--- src/hw/rtl/pkc_pkg.sv ---
// ----------------------------------------------------------------------------
// pkc_pkg: constants for the permutation keystream cipher
// Block size, key width and the fixed permutation and pad tables.
// ----------------------------------------------------------------------------
package pkc_pkg;

    localparam int BLOCK_SIZE = 64;
    localparam int IDX_W      = $clog2(BLOCK_SIZE);
    localparam int KEY_BITS   = 256;
    localparam int BIT_W      = $clog2(KEY_BITS);
    localparam int WORD_W     = 64;
    localparam int CFG_IDX_W  = 2;

    typedef logic [IDX_W-1:0] idx_t;
    typedef logic [7:0]       byte_t;

    localparam idx_t MIX_INIT [BLOCK_SIZE] = '{
        6'd50, 6'd57, 6'd14, 6'd8,  6'd53, 6'd6,  6'd19, 6'd47, 6'd12, 6'd60, 6'd7,
        6'd49, 6'd51, 6'd44, 6'd4,  6'd16, 6'd10, 6'd15, 6'd28, 6'd2,  6'd41, 6'd33,
        6'd35, 6'd42, 6'd23, 6'd21, 6'd38, 6'd29, 6'd27, 6'd36, 6'd63, 6'd48, 6'd59,
        6'd17, 6'd3,  6'd24, 6'd58, 6'd39, 6'd18, 6'd9,  6'd5,  6'd11, 6'd22, 6'd46,
        6'd45, 6'd40, 6'd1,  6'd34, 6'd32, 6'd56, 6'd43, 6'd61, 6'd37, 6'd31, 6'd30,
        6'd13, 6'd20, 6'd55, 6'd0,  6'd62, 6'd26, 6'd25, 6'd52, 6'd54};

    localparam idx_t TABLE_ZERO [BLOCK_SIZE] = '{
        6'd13, 6'd10, 6'd0,  6'd27, 6'd1,  6'd35, 6'd50, 6'd39, 6'd53, 6'd21, 6'd36,
        6'd25, 6'd20, 6'd49, 6'd24, 6'd3,  6'd54, 6'd38, 6'd42, 6'd45, 6'd26, 6'd7,
        6'd17, 6'd2,  6'd60, 6'd56, 6'd30, 6'd4,  6'd34, 6'd58, 6'd5,  6'd16, 6'd12,
        6'd23, 6'd46, 6'd19, 6'd31, 6'd9,  6'd41, 6'd37, 6'd43, 6'd57, 6'd52, 6'd33,
        6'd28, 6'd48, 6'd63, 6'd11, 6'd61, 6'd51, 6'd29, 6'd32, 6'd40, 6'd15, 6'd18,
        6'd8,  6'd6,  6'd22, 6'd44, 6'd62, 6'd14, 6'd55, 6'd47, 6'd59};

    localparam idx_t TABLE_ONE [BLOCK_SIZE] = '{
        6'd26, 6'd31, 6'd29, 6'd50, 6'd1,  6'd54, 6'd0,  6'd7,  6'd42, 6'd9,  6'd19,
        6'd35, 6'd24, 6'd53, 6'd63, 6'd15, 6'd59, 6'd30, 6'd44, 6'd60, 6'd36, 6'd56,
        6'd37, 6'd22, 6'd57, 6'd20, 6'd61, 6'd23, 6'd12, 6'd40, 6'd10, 6'd14, 6'd6,
        6'd33, 6'd58, 6'd55, 6'd4,  6'd21, 6'd38, 6'd16, 6'd32, 6'd17, 6'd18, 6'd3,
        6'd46, 6'd8,  6'd25, 6'd52, 6'd43, 6'd5,  6'd48, 6'd51, 6'd45, 6'd39, 6'd2,
        6'd49, 6'd41, 6'd47, 6'd11, 6'd27, 6'd34, 6'd13, 6'd62, 6'd28};

    localparam byte_t PAD_INIT [BLOCK_SIZE] = '{
        8'd148, 8'd246, 8'd52,  8'd251, 8'd16,  8'd194, 8'd72,  8'd150, 8'd249, 8'd23,
        8'd90,  8'd107, 8'd151, 8'd42,  8'd154, 8'd124, 8'd48,  8'd58,  8'd30,  8'd24,
        8'd42,  8'd33,  8'd38,  8'd10,  8'd115, 8'd41,  8'd164, 8'd16,  8'd33,  8'd32,
        8'd252, 8'd143, 8'd86,  8'd175, 8'd8,   8'd132, 8'd103, 8'd231, 8'd95,  8'd190,
        8'd61,  8'd29,  8'd215, 8'd75,  8'd251, 8'd248, 8'd72,  8'd48,  8'd224, 8'd200,
        8'd147, 8'd93,  8'd112, 8'd25,  8'd227, 8'd223, 8'd206, 8'd137, 8'd51,  8'd88,
        8'd109, 8'd214, 8'd17,  8'd172};

endpackage

--- src/hw/rtl/permutation_keystream_cipher.sv ---
// ----------------------------------------------------------------------------
// permutation_keystream_cipher
// Byte-stream XOR cipher with a keystream from 64-entry permutations.
// ----------------------------------------------------------------------------
// Input beats carry data_byte and first_byte; output beats carry out_byte.
// Both channels use valid and stall. The key words are written through
// cfg_we, cfg_index and cfg_data; the user must write them only while the
// block is idle; the block itself does not enforce this. A byte inside a
// 64-byte block passes through S_OA and S_OB and raises out_valid once the
// output register is loaded; the block then returns to idle for the next byte.
// The first byte of each block first runs the block refresh through the
// permutation and pad memories: a conjugation pass in S_RA to S_RD, a copy
// pass in S_CA and S_CB and a pad update in S_PA to S_PD, over all 64 entries.
// A byte with first_byte set first runs the key schedule, 64 entries of 256
// table steps each through one table lookup unit, then the refresh.
// The block takes one byte at a time; in_stall is high while it works.
// A finished result waits in the output register while out_stall is high,
// and the next input beat is still taken meanwhile.
// Reset clears the key words and restores the identity key permutation, the
// fixed mixing table and the fixed pad; no clearing pass is needed.
// ----------------------------------------------------------------------------
module permutation_keystream_cipher (
    input  logic                              clk,
    input  logic                              rst_n,
    input  logic                              cfg_we,
    input  logic [pkc_pkg::CFG_IDX_W-1:0]     cfg_index,
    input  logic [pkc_pkg::WORD_W-1:0]        cfg_data,
    input  logic                              in_valid,
    output logic                              in_stall,
    input  logic [7:0]                        data_byte,
    input  logic                              first_byte,
    output logic                              out_valid,
    input  logic                              out_stall,
    output logic [7:0]                        out_byte
);
    import pkc_pkg::*;

    typedef enum logic [13:0] {
        S_IDLE = 14'b00000000000001,
        S_KEY  = 14'b00000000000010,
        S_RA   = 14'b00000000000100,
        S_RB   = 14'b00000000001000,
        S_RC   = 14'b00000000010000,
        S_RD   = 14'b00000000100000,
        S_CA   = 14'b00000001000000,
        S_CB   = 14'b00000010000000,
        S_PA   = 14'b00000100000000,
        S_PB   = 14'b00001000000000,
        S_PC   = 14'b00010000000000,
        S_PD   = 14'b00100000000000,
        S_OA   = 14'b01000000000000,
        S_OB   = 14'b10000000000000
    } state_t;

    localparam idx_t IDX_LAST = idx_t'(BLOCK_SIZE - 1);
    localparam logic [BIT_W-1:0] BIT_LAST = BIT_W'(KEY_BITS - 1);

    state_t state_reg, state_next;
    logic [WORD_W-1:0] key_word_reg [4];
    logic [KEY_BITS-1:0] key_all;
    idx_t idx_reg, idx_next;
    idx_t pos_reg, pos_next;
    idx_t kx_reg, kx_next, kx_step;
    logic [BIT_W-1:0] bit_reg, bit_next;
    logic key_loaded_reg, key_loaded_next;
    logic [BLOCK_SIZE-1:0] mix_vld_reg, mix_vld_next;
    logic [BLOCK_SIZE-1:0] pad_vld_reg, pad_vld_next;
    byte_t data_reg;
    byte_t tmp_reg;
    logic out_valid_reg, out_valid_next;
    byte_t out_byte_reg;
    logic in_fire, load_out;

    idx_t kp_mem   [BLOCK_SIZE];
    idx_t kinv_mem [BLOCK_SIZE];
    idx_t mix_mem  [BLOCK_SIZE];
    idx_t scr_mem  [BLOCK_SIZE];
    byte_t pad_mem [BLOCK_SIZE];

    idx_t kp_raddr, kinv_raddr, mix_raddr, scr_raddr, pad_raddr;
    idx_t kp_addr_q, kinv_addr_q, mix_addr_q, pad_addr_q;
    idx_t kp_q, kinv_q, mix_q, scr_q;
    byte_t pad_q;
    idx_t kp_val, kinv_val, mix_val;
    byte_t pad_val;
    logic kp_we, mix_we, scr_we, pad_we;
    idx_t mix_wdata;
    byte_t pad_wdata;

    assign key_all  = {key_word_reg[3], key_word_reg[2], key_word_reg[1], key_word_reg[0]};
    assign kx_step  = key_all[bit_reg] ? TABLE_ONE[kx_reg] : TABLE_ZERO[kx_reg];
    assign in_stall = (state_reg != S_IDLE);
    assign in_fire  = in_valid && !in_stall;
    assign load_out = (state_reg == S_OB) && !(out_valid_reg && out_stall);
    assign out_valid = out_valid_reg;
    assign out_byte  = out_byte_reg;

    assign kp_val   = key_loaded_reg ? kp_q : kp_addr_q;
    assign kinv_val = key_loaded_reg ? kinv_q : kinv_addr_q;
    assign mix_val  = mix_vld_reg[mix_addr_q] ? mix_q : MIX_INIT[mix_addr_q];
    assign pad_val  = pad_vld_reg[pad_addr_q] ? pad_q : PAD_INIT[pad_addr_q];

    always_comb
    begin
        kp_raddr   = idx_reg;
        kinv_raddr = idx_reg;
        mix_raddr  = idx_reg;
        scr_raddr  = idx_reg;
        pad_raddr  = idx_reg;
        kp_we      = 1'b0;
        mix_we     = 1'b0;
        scr_we     = 1'b0;
        pad_we     = 1'b0;
        mix_wdata  = scr_q;
        pad_wdata  = pad_val ^ tmp_reg;
        case (state_reg)
            S_KEY:   kp_we = (bit_reg == '0);
            S_RB:    mix_raddr = kinv_val;
            S_RC:    kp_raddr = mix_val;
            S_RD:    scr_we = 1'b1;
            S_CB:    mix_we = 1'b1;
            S_PB:    pad_raddr = mix_val;
            S_PD:    pad_we = 1'b1;
            S_OA:    pad_raddr = pos_reg;
            S_OB:    pad_raddr = pos_reg;
            default: ;
        endcase
    end

    always_ff @(posedge clk)
    begin
        if (kp_we)
        begin
            kp_mem[idx_reg]   <= kx_step;
            kinv_mem[kx_step] <= idx_reg;
        end
        if (scr_we)
            scr_mem[idx_reg] <= kp_val;
        if (mix_we)
            mix_mem[idx_reg] <= mix_wdata;
        if (pad_we)
            pad_mem[idx_reg] <= pad_wdata;
        kp_q        <= kp_mem[kp_raddr];
        kinv_q      <= kinv_mem[kinv_raddr];
        mix_q       <= mix_mem[mix_raddr];
        scr_q       <= scr_mem[scr_raddr];
        pad_q       <= pad_mem[pad_raddr];
        kp_addr_q   <= kp_raddr;
        kinv_addr_q <= kinv_raddr;
        mix_addr_q  <= mix_raddr;
        pad_addr_q  <= pad_raddr;
        if (in_fire)
            data_reg <= data_byte;
        if (state_reg == S_PC)
            tmp_reg <= pad_val;
        if (load_out)
            out_byte_reg <= data_reg ^ pad_val;
    end

    always_comb
    begin
        state_next      = state_reg;
        idx_next        = idx_reg;
        pos_next        = pos_reg;
        kx_next         = kx_reg;
        bit_next        = bit_reg;
        key_loaded_next = key_loaded_reg;
        mix_vld_next    = mix_vld_reg;
        pad_vld_next    = pad_vld_reg;
        out_valid_next  = out_valid_reg && out_stall;
        case (state_reg)
            S_IDLE:
            begin
                if (in_fire)
                begin
                    idx_next = '0;
                    if (first_byte)
                    begin
                        mix_vld_next = '0;
                        pad_vld_next = '0;
                        pos_next     = '0;
                        kx_next      = '0;
                        bit_next     = BIT_LAST;
                        state_next   = S_KEY;
                    end
                    else if (pos_reg == '0)
                        state_next = S_RA;
                    else
                        state_next = S_OA;
                end
            end
            S_KEY:
            begin
                kx_next  = kx_step;
                bit_next = bit_reg - 1'b1;
                if (bit_reg == '0)
                begin
                    kx_next  = idx_reg + 1'b1;
                    bit_next = BIT_LAST;
                    idx_next = idx_reg + 1'b1;
                    if (idx_reg == IDX_LAST)
                    begin
                        key_loaded_next = 1'b1;
                        state_next      = S_RA;
                    end
                end
            end
            S_RA: state_next = S_RB;
            S_RB: state_next = S_RC;
            S_RC: state_next = S_RD;
            S_RD:
            begin
                idx_next   = idx_reg + 1'b1;
                state_next = (idx_reg == IDX_LAST) ? S_CA : S_RA;
            end
            S_CA: state_next = S_CB;
            S_CB:
            begin
                mix_vld_next[idx_reg] = 1'b1;
                idx_next   = idx_reg + 1'b1;
                state_next = (idx_reg == IDX_LAST) ? S_PA : S_CA;
            end
            S_PA: state_next = S_PB;
            S_PB: state_next = S_PC;
            S_PC: state_next = S_PD;
            S_PD:
            begin
                pad_vld_next[idx_reg] = 1'b1;
                idx_next   = idx_reg + 1'b1;
                state_next = (idx_reg == IDX_LAST) ? S_OA : S_PA;
            end
            S_OA: state_next = S_OB;
            S_OB:
            begin
                if (load_out)
                begin
                    out_valid_next = 1'b1;
                    pos_next       = pos_reg + 1'b1;
                    state_next     = S_IDLE;
                end
            end
            default: state_next = S_IDLE;
        endcase
    end

    always_ff @(posedge clk or negedge rst_n)
    begin
        if (!rst_n)
        begin
            state_reg       <= S_IDLE;
            idx_reg         <= '0;
            pos_reg         <= '0;
            kx_reg          <= '0;
            bit_reg         <= '0;
            key_loaded_reg  <= 1'b0;
            mix_vld_reg     <= '0;
            pad_vld_reg     <= '0;
            out_valid_reg   <= 1'b0;
            key_word_reg[0] <= '0;
            key_word_reg[1] <= '0;
            key_word_reg[2] <= '0;
            key_word_reg[3] <= '0;
        end
        else
        begin
            state_reg      <= state_next;
            idx_reg        <= idx_next;
            pos_reg        <= pos_next;
            kx_reg         <= kx_next;
            bit_reg        <= bit_next;
            key_loaded_reg <= key_loaded_next;
            mix_vld_reg    <= mix_vld_next;
            pad_vld_reg    <= pad_vld_next;
            out_valid_reg  <= out_valid_next;
            if (cfg_we)
                key_word_reg[cfg_index] <= cfg_data;
        end
    end

    a_pos_advance: assert property (@(posedge clk) disable iff (!rst_n)
        load_out |=> (pos_reg == idx_t'($past(pos_reg) + 1'b1)))
        else $error("byte position did not advance with an output beat");

    a_key_from_schedule: assert property (@(posedge clk) disable iff (!rst_n)
        $rose(key_loaded_reg) |-> $past(state_reg == S_KEY))
        else $error("key permutation marked loaded outside the key schedule");

    a_refresh_at_block_start: assert property (@(posedge clk) disable iff (!rst_n)
        (state_reg == S_RA) |-> (pos_reg == '0))
        else $error("block refresh started away from a block boundary");

endmodule
--- config.mk ---
export PLATFORM = sky130hd
export DESIGN_NAME = permutation_keystream_cipher
export DESIGN_NICKNAME = d
export VERILOG_FILES = /design/src/hw/rtl/pkc_pkg.sv /design/src/hw/rtl/permutation_keystream_cipher.sv
export SDC_FILE = /design/constraint.sdc
export NUM_CORES = 2
export LEC_CHECK = 0
export ABC_AREA = 1
export BUFFER_PORTS_ARGS = -buffer_cell sky130_fd_sc_hd__buf_2
export CAP_MARGIN = 40
export CORE_ASPECT_RATIO = 1.5
export CORE_MARGIN = 2
export CORE_UTILIZATION = 63
export CTS_CLUSTER_DIAMETER = 100
export DETAILED_ROUTE_END_ITERATION = 16
export PLACE_DENSITY = 0.79
export SLEW_MARGIN = 20
export SYNTH_ARGS = -nofsm -noshare
export SYNTH_HDL_FRONTEND = slang
export SYNTH_SLANG_ARGS = --single-unit
--- constraint.sdc ---
create_clock -name clk -period 6 [get_ports clk]
set_clock_uncertainty 0.15 [all_clocks]
set_input_delay 1.5 -clock clk [delete_from_list [all_inputs] [get_ports clk]]
set_output_delay 1.5 -clock clk [all_outputs]
set_load 0.05 [all_outputs]
**Word level (Yosys, flattened, before mapping)**

Memories as Yosys holds them, arrays and structs flattened. A register that Yosys moved wholly into a read port is not among the register bits.
Index checks and enable logic that the tools add are counted.

- Equality and inequality tests: 21
- Multiplexer cells: 68
- Reduce and logical (&&, ||, !) cells: 23
- Bitwise logic cells: 8
- $lt $le $gt $ge: 10
- Add/subtract/negate cells: 3

Operators with widths:

| kind | count |
|---|---|
| $bwmux 256 | 1 |
| $pmux 64 s2 | 2 |
| $pmux 14 s14 | 1 |
| $mux 64 | 3 |
| $demux 64 s2 | 1 |
| $or 64x64->64 | 2 |
| $mux 6 | 18 |
| $mux 14 | 4 |
| $mux 8 | 6 |
| $mux 13 | 3 |
| $pmux 6 s2 | 3 |
| $ge 7x7->1 const B | 3 |
| $lt 6x7->1 const B | 3 |
| $not 6->7 | 3 |
| $mux 1 | 18 |
| $pmux 6 s3 | 1 |
| $pmux 8 s2 | 1 |
| $xor 8x8->8 | 2 |
| $reduce_and 3->1 | 5 |
| $eq 14x1->1 const B | 1 |
| $eq 14x10->1 const B | 1 |
| $eq 14x11->1 const B | 1 |
| $eq 14x12->1 const B | 1 |
| $eq 14x13->1 const B | 1 |
| other kinds (33) | 48 |

- Register bits: 474
- Logic and storage cells: 162
- ROM bits: 1,664
- Output and inout port bits: 10
- Memory bits (writable): 2,048
- Memories: 9
- Bits of input ports: 80

Memories:

| memory | words | width | rd ports | clocked after memory_dff | write ports | line | text |
|---|---|---|---|---|---|---|---|
| (name not given) | 64 | 8 | 1 | 0 | 0 | permutation_keystream_cipher.sv:101 | `assign pad_val = pad_vld_reg[pad_addr_q] ? pad_q : PAD_INIT[pad_addr_q];` |
| pad_mem | 64 | 8 | 1 | 1 | 1 | permutation_keystream_cipher.sv:78 | `byte_t pad_mem [BLOCK_SIZE];` |
| (name not given) | 64 | 6 | 1 | 0 | 0 | permutation_keystream_cipher.sv:100 | `assign mix_val = mix_vld_reg[mix_addr_q] ? mix_q : MIX_INIT[mix_addr_q];` |
| (name not given) | 64 | 6 | 1 | 0 | 0 | permutation_keystream_cipher.sv:91 | `assign kx_step = key_all[bit_reg] ? TABLE_ONE[kx_reg] : TABLE_ZERO[kx_reg];` |
| (name not given) | 64 | 6 | 1 | 0 | 0 | permutation_keystream_cipher.sv:91 |  |
| kinv_mem | 64 | 6 | 1 | 1 | 1 | permutation_keystream_cipher.sv:75 | `idx_t kinv_mem [BLOCK_SIZE];` |
| +3 memories | -- | -- | -- | -- | -- | -- |  |

**Depth between registers and ports, before layout**

- Depth in word-level cells: 7
- Gate-level depth with buffers: 27
- Mapped depth without buffers: 24

**Worst setup path after synthesis**

No wires, ideal clock.

- Kind: reg2reg
- Start point: reg pad_addr_q[1]
- End point: mem pad_mem[0][4] (netlist bit), data pin
- Library setup time: 0.536 ns
- Stages on the path, launching flop included: 13
- Data arrival time: 3.828 ns
- Buffers on the path: 2
- Path slack: 1.486 ns
- Period minus slack after synthesis: 4.514 ns
- Cell sequence: dfxtp_1 -> inv_2 -> nor2_2 -> buf_2 -> nand2_1 -> a31oi_1 -> nor3_1 -> o311ai_1 -> o21ai_2 -> buf_4 -> nand2_1 -> o21ai_0 -> xor2_1

- Cells in the longest elaborated chain, start to end: 6
- Elaborated cells on any way between the ends: 8
- Those cells by class: mux (5); bitwise (2); memory (1)

Ends and longest elaborated chain:

| what | line | text |
|---|---|---|
| start, declared | permutation_keystream_cipher.sv:81 | `idx_t kp_addr_q, kinv_addr_q, mix_addr_q, pad_addr_q;` |
| start signal, assigned | permutation_keystream_cipher.sv:151 | `pad_addr_q <= pad_raddr;` |
| $not 6->7 (not written as such) | permutation_keystream_cipher.sv:101 |  |
| $mem_v2 64x8 | -- |  |
| $mux 8 (not written as such) (2 in a row) | permutation_keystream_cipher.sv:101 |  |
| $mux 8 (*) | permutation_keystream_cipher.sv:101 |  |
| net pad_val[4] | permutation_keystream_cipher.sv:85 | `byte_t pad_val;` |
| $xor 8x8->8 (*) | permutation_keystream_cipher.sv:115 | `pad_wdata = pad_val ^ tmp_reg;` |
| net pad_wdata[4] | permutation_keystream_cipher.sv:88 | `byte_t pad_wdata;` |
| end, declared | permutation_keystream_cipher.sv:78 |  |

Mark *: on every way through the listed nets, which the timed path passes. The rest lies on a longest branch. The select of a mux whose other input is x is not followed.

**Final worst setup path**

- Start point: reg bit_reg[0]
- End point: mem kinv_mem[27][0] (netlist bit), enable pin

- Cells in the longest elaborated chain, start to end: 4
- Elaborated cells on any way between the ends: 7
- Those cells by class: mux (6); reduce/logical (1)

Ends and longest elaborated chain:

| what | line | text |
|---|---|---|
| start, declared | permutation_keystream_cipher.sv:64 | `logic [BIT_W-1:0] bit_reg, bit_next;` |
| start signal, assigned | permutation_keystream_cipher.sv:270 | `bit_reg <= bit_next;` |
| branches (longest 4 deep; another with $bmux 1 s8) | -- |  |
| end, declared | permutation_keystream_cipher.sv:75 |  |

Several ways; the timed one is not identified. The select of a mux whose other input is x is not followed.

==> impl_metrics.yaml <==
status:
  status: "finished, final reports clean"
placed_design:
  gp_congestion: 0.997
  dp_hpwl_um: 196000
  dp.cells: 11400
  post-place-ws_ns: 0.799
  portBuffers: 89
sta:
  max_freq_ghz: 0.189
  worst_pin_slew_ns: 1.14
  max-slew-margin-rel: 0.242
  tns_ns: 0
  grt_setup_unrepaired: "false"
  setup_viol: 0
  hold_violations: 0
  finalCritPeriodShare: 0.882
  setup_slack_ns: 0.706
  slew_violations: 0
  period_needed_ns: 5.29
power_and_ir_drop:
  switching_share: 0.344
  vdd_drop_max_mv: 0.574
  power_leakage_nw: 43.5
  seqPwrFrac: 0.446
  powerDensity_nw_per_um2: 437
  p_int_mw: 34.0
  clock_power_share: 0.280
  combPwrFrac: 0.274
  power.switching_mw: 17.8
routing:
  ant_nets: 0
  wl_per_cell_um: 26.2
  drt-pass1-iter-count: 8
  routed_via_density: 6.42
  routed-via-count: 76000
  drc: 0
  drt_iter0_markers: 10200
  finalWirelength_um: 310000
clock_network:
  cts_setup_buffers: 0
  cts_max_path_buffers: 3
  clock_latency_ns: 0.89
  clockRootBuffer: "clkbuf_16"
  htree_levels: 4
  ctsHoldBuffers: 0
  cts_tree: "built"
  clock_sinks: 2554
  clk_pin_slew_ns: 0.06
  cts_resized: 0
  cts_buffers: 222
setup_path:
  crit_type: "reg -> reg"
  rr_worst_depth: 15
  r2r_slack_ns: 0.71
  startpoint: "bit_reg[0]$_DFFE_PN0P_"
  endpoint_kind: "flip-flop"
  critPathSlowestCell: "dfrtp_4"
  crit_path_max_incr_delay_ns: 0.75
  critPathMaxFanout: 60
  r2r-start: "bit_reg[0]$_DFFE_PN0P_"
  crit_arrival_ns: 5.63
  crit_path_cell_trace: "clkinv_2 -> buf_12 -> o21ai_0 -> o22ai_1 -> a21oi_1 -> nand3_1 -> o21ai_0 -> o21ai_1 -> o211ai_2 -> nand2_4 -> nand2_1 -> nand2_1 -> nor2_1 -> nand3_1 -> nor2_1"
  start_kind: "flip-flop"
  required_ns: 6.34
logic_synthesis:
  synth_edf_count: 2072
  synth-main-ff-cell: "edfxtp_1"
  syn-num-nets: 9536
  syn_area_sq_um: 107000
  syn_inst: 9436
  synthTopCellsByArea: "edfxtp_1 (58%), dfrtp_1 (9.9%), nand2_1 (5.1%)"
  async_flop_share: 0.167
  synth.distinct_cells: 66
  ys_warn_count: 0
  avgSynthCellArea_sq_um: 11.4
  ys_ff_latch: 2554
  seq_area_frac_synth: 0.689
  synth.largest_area_cell: "edfxtp_1"
  synth_top_area_frac: 0.580
hold_path:
  min_from: "key_all[129]$_DFFE_PN0P_"
  hold_class: "reg -> reg"
  holdPathStages: 2
global_route:
  antenna_found_initial: 16
  overflow: 0
  grt-busiest-layer: "met2"
  grt_usage: 0.354
  met3_usage: 0.0695
  grt_use_met1: 0.419
  grt_pass1_wl_um: 456000
  first_global_vias: 73000
  grtUsageMet2: 0.572
  grt_max_degree: 225
floorplan:
  die_y_um: 510
  die_w_um: 341
  core_area_sq_um: 169000
  dieArea_sq_um: 174000
  start_util: 0.634
  num_rows: 185
  io-pin-count: 90
job:
  max-cap-violations: 0
layout:
  nets: 9493
  layout_commonest_cell: "edfxtp_1"
  regArea_sq_um: 74000
  multi_input_area_sq_um: 28100
  fillers: 11600
  area_delta_synth_final_pct: 10.2
  largest-register: "pad_mem"
  layout-drive-gt1-share: 0.0843
  largest_reg_flops: 512
  layout_common_cells: "edfxtp_1 (2072), nand2_1 (1456), nor2_1 (993), nand3_1 (878), inv_1 (776)"
  stdcell_count: 11800
-- cells in the mapped netlist (104+ instances only) --
master and instances:
edfxtp_1 2072, a21oi_1 193, inv_1 784, buf_2 170, a22oi_1 109, o21ai_0 658, nand2_1 1467, nor2_1 996
a221oi_1 104, o211ai_1 263, nand4_1 116, nand3b_1 190, nand3_1 882, dfrtp_1 425, clkbuf_1 345
-- metal layers --
| metal | part of all wire | vias to the layer above | wire, um |
|---|---|---|---|
| met5 | 0.00043 | - | 132 |
| met4 | 0.090 | 22 | 27800 |
| met3 | 0.094 | 1126 | 29200 |
| met2 | 0.48 | 4737 | 148000 |
| met1 | 0.34 | 36700 | 104000 |
| li1 | - | 33400 | - |
-- power by group through the flow --
stage,clock (mW),sequential [mW],combinational [mW]
after floorplan,0,23.6,8.03
after global placement,0,23.5,13.4
after detailed placement,0,23.4,13.8
after CTS,14.5,23.1,13.9
after global routing,15.2,23.1,15.1
final,14.5,23.1,14.2
-- final timing paths --
path | end
min in group asynchronous | key_all[246]$_DFFE_PN0P_
setup / recovery | kinv_mem[27][0]$_DFFE_PP_
hold reg to reg | key_all[129]$_DFFE_PN0P_
setup reg to reg | kinv_mem[27][0]$_DFFE_PP_
max in group asynchronous | mix_vld_reg[0]$_DFFE_PN0P_
hold / removal | key_all[129]$_DFFE_PN0P_
-- metrics by stage --
step / area, sq um / total power, mW / utilization / hold slack, ns
2_1_floorplan: 107000 / 31.6 / - / 0.298
3_3_place_gp: 110000 / 36.8 / 0.650 / 0.312
3_5_place_dp: 111000 / 37.2 / 0.653 / 0.320
4_1_cts: 118000 / 51.4 / 0.696 / 0.336
5_1_grt: 118000 / 53.4 / 0.698 / 0.351
6_report: 118000 / 51.8 / 0.698 / 0.336
-- final cells by class --
class                           count  share of cell area
Antenna cell                        8            0.000169
Multi-Input combinational cell   5473               0.237
Clock inverter                    156              0.0126
Inverter                          815              0.0260
Sequential cell                  2554               0.626
Clock buffer                      260              0.0496
Timing Repair Buffer              327              0.0251
Tap cell                         2244              0.0237
-- worst max-delay path: cells and delay by family, from the launching register on --
family	cells	cell delay, ns
DFF	1	0.75
buffers and inverters	2	0.81
and+or+nand+nor	7	2.14
AOI/OAI and AO/OA	6	1.01
-- cell families after synthesis --
| kind of cell | after synthesis | share of synthesized area |
|---|---|---|
| compound gates | 1705 | 0.101 |
| xor+xnor | 18 | 0.00147 |
| fa+ha+maj | 20 | 0.00233 |
| buf+inv | 1409 | 0.0530 |
| flops | 2554 | 0.689 |
| mux | 4 | 0.000373 |
| simple gates | 3726 | 0.152 |
No activity file was read; power rests on OpenSTA's default activity.
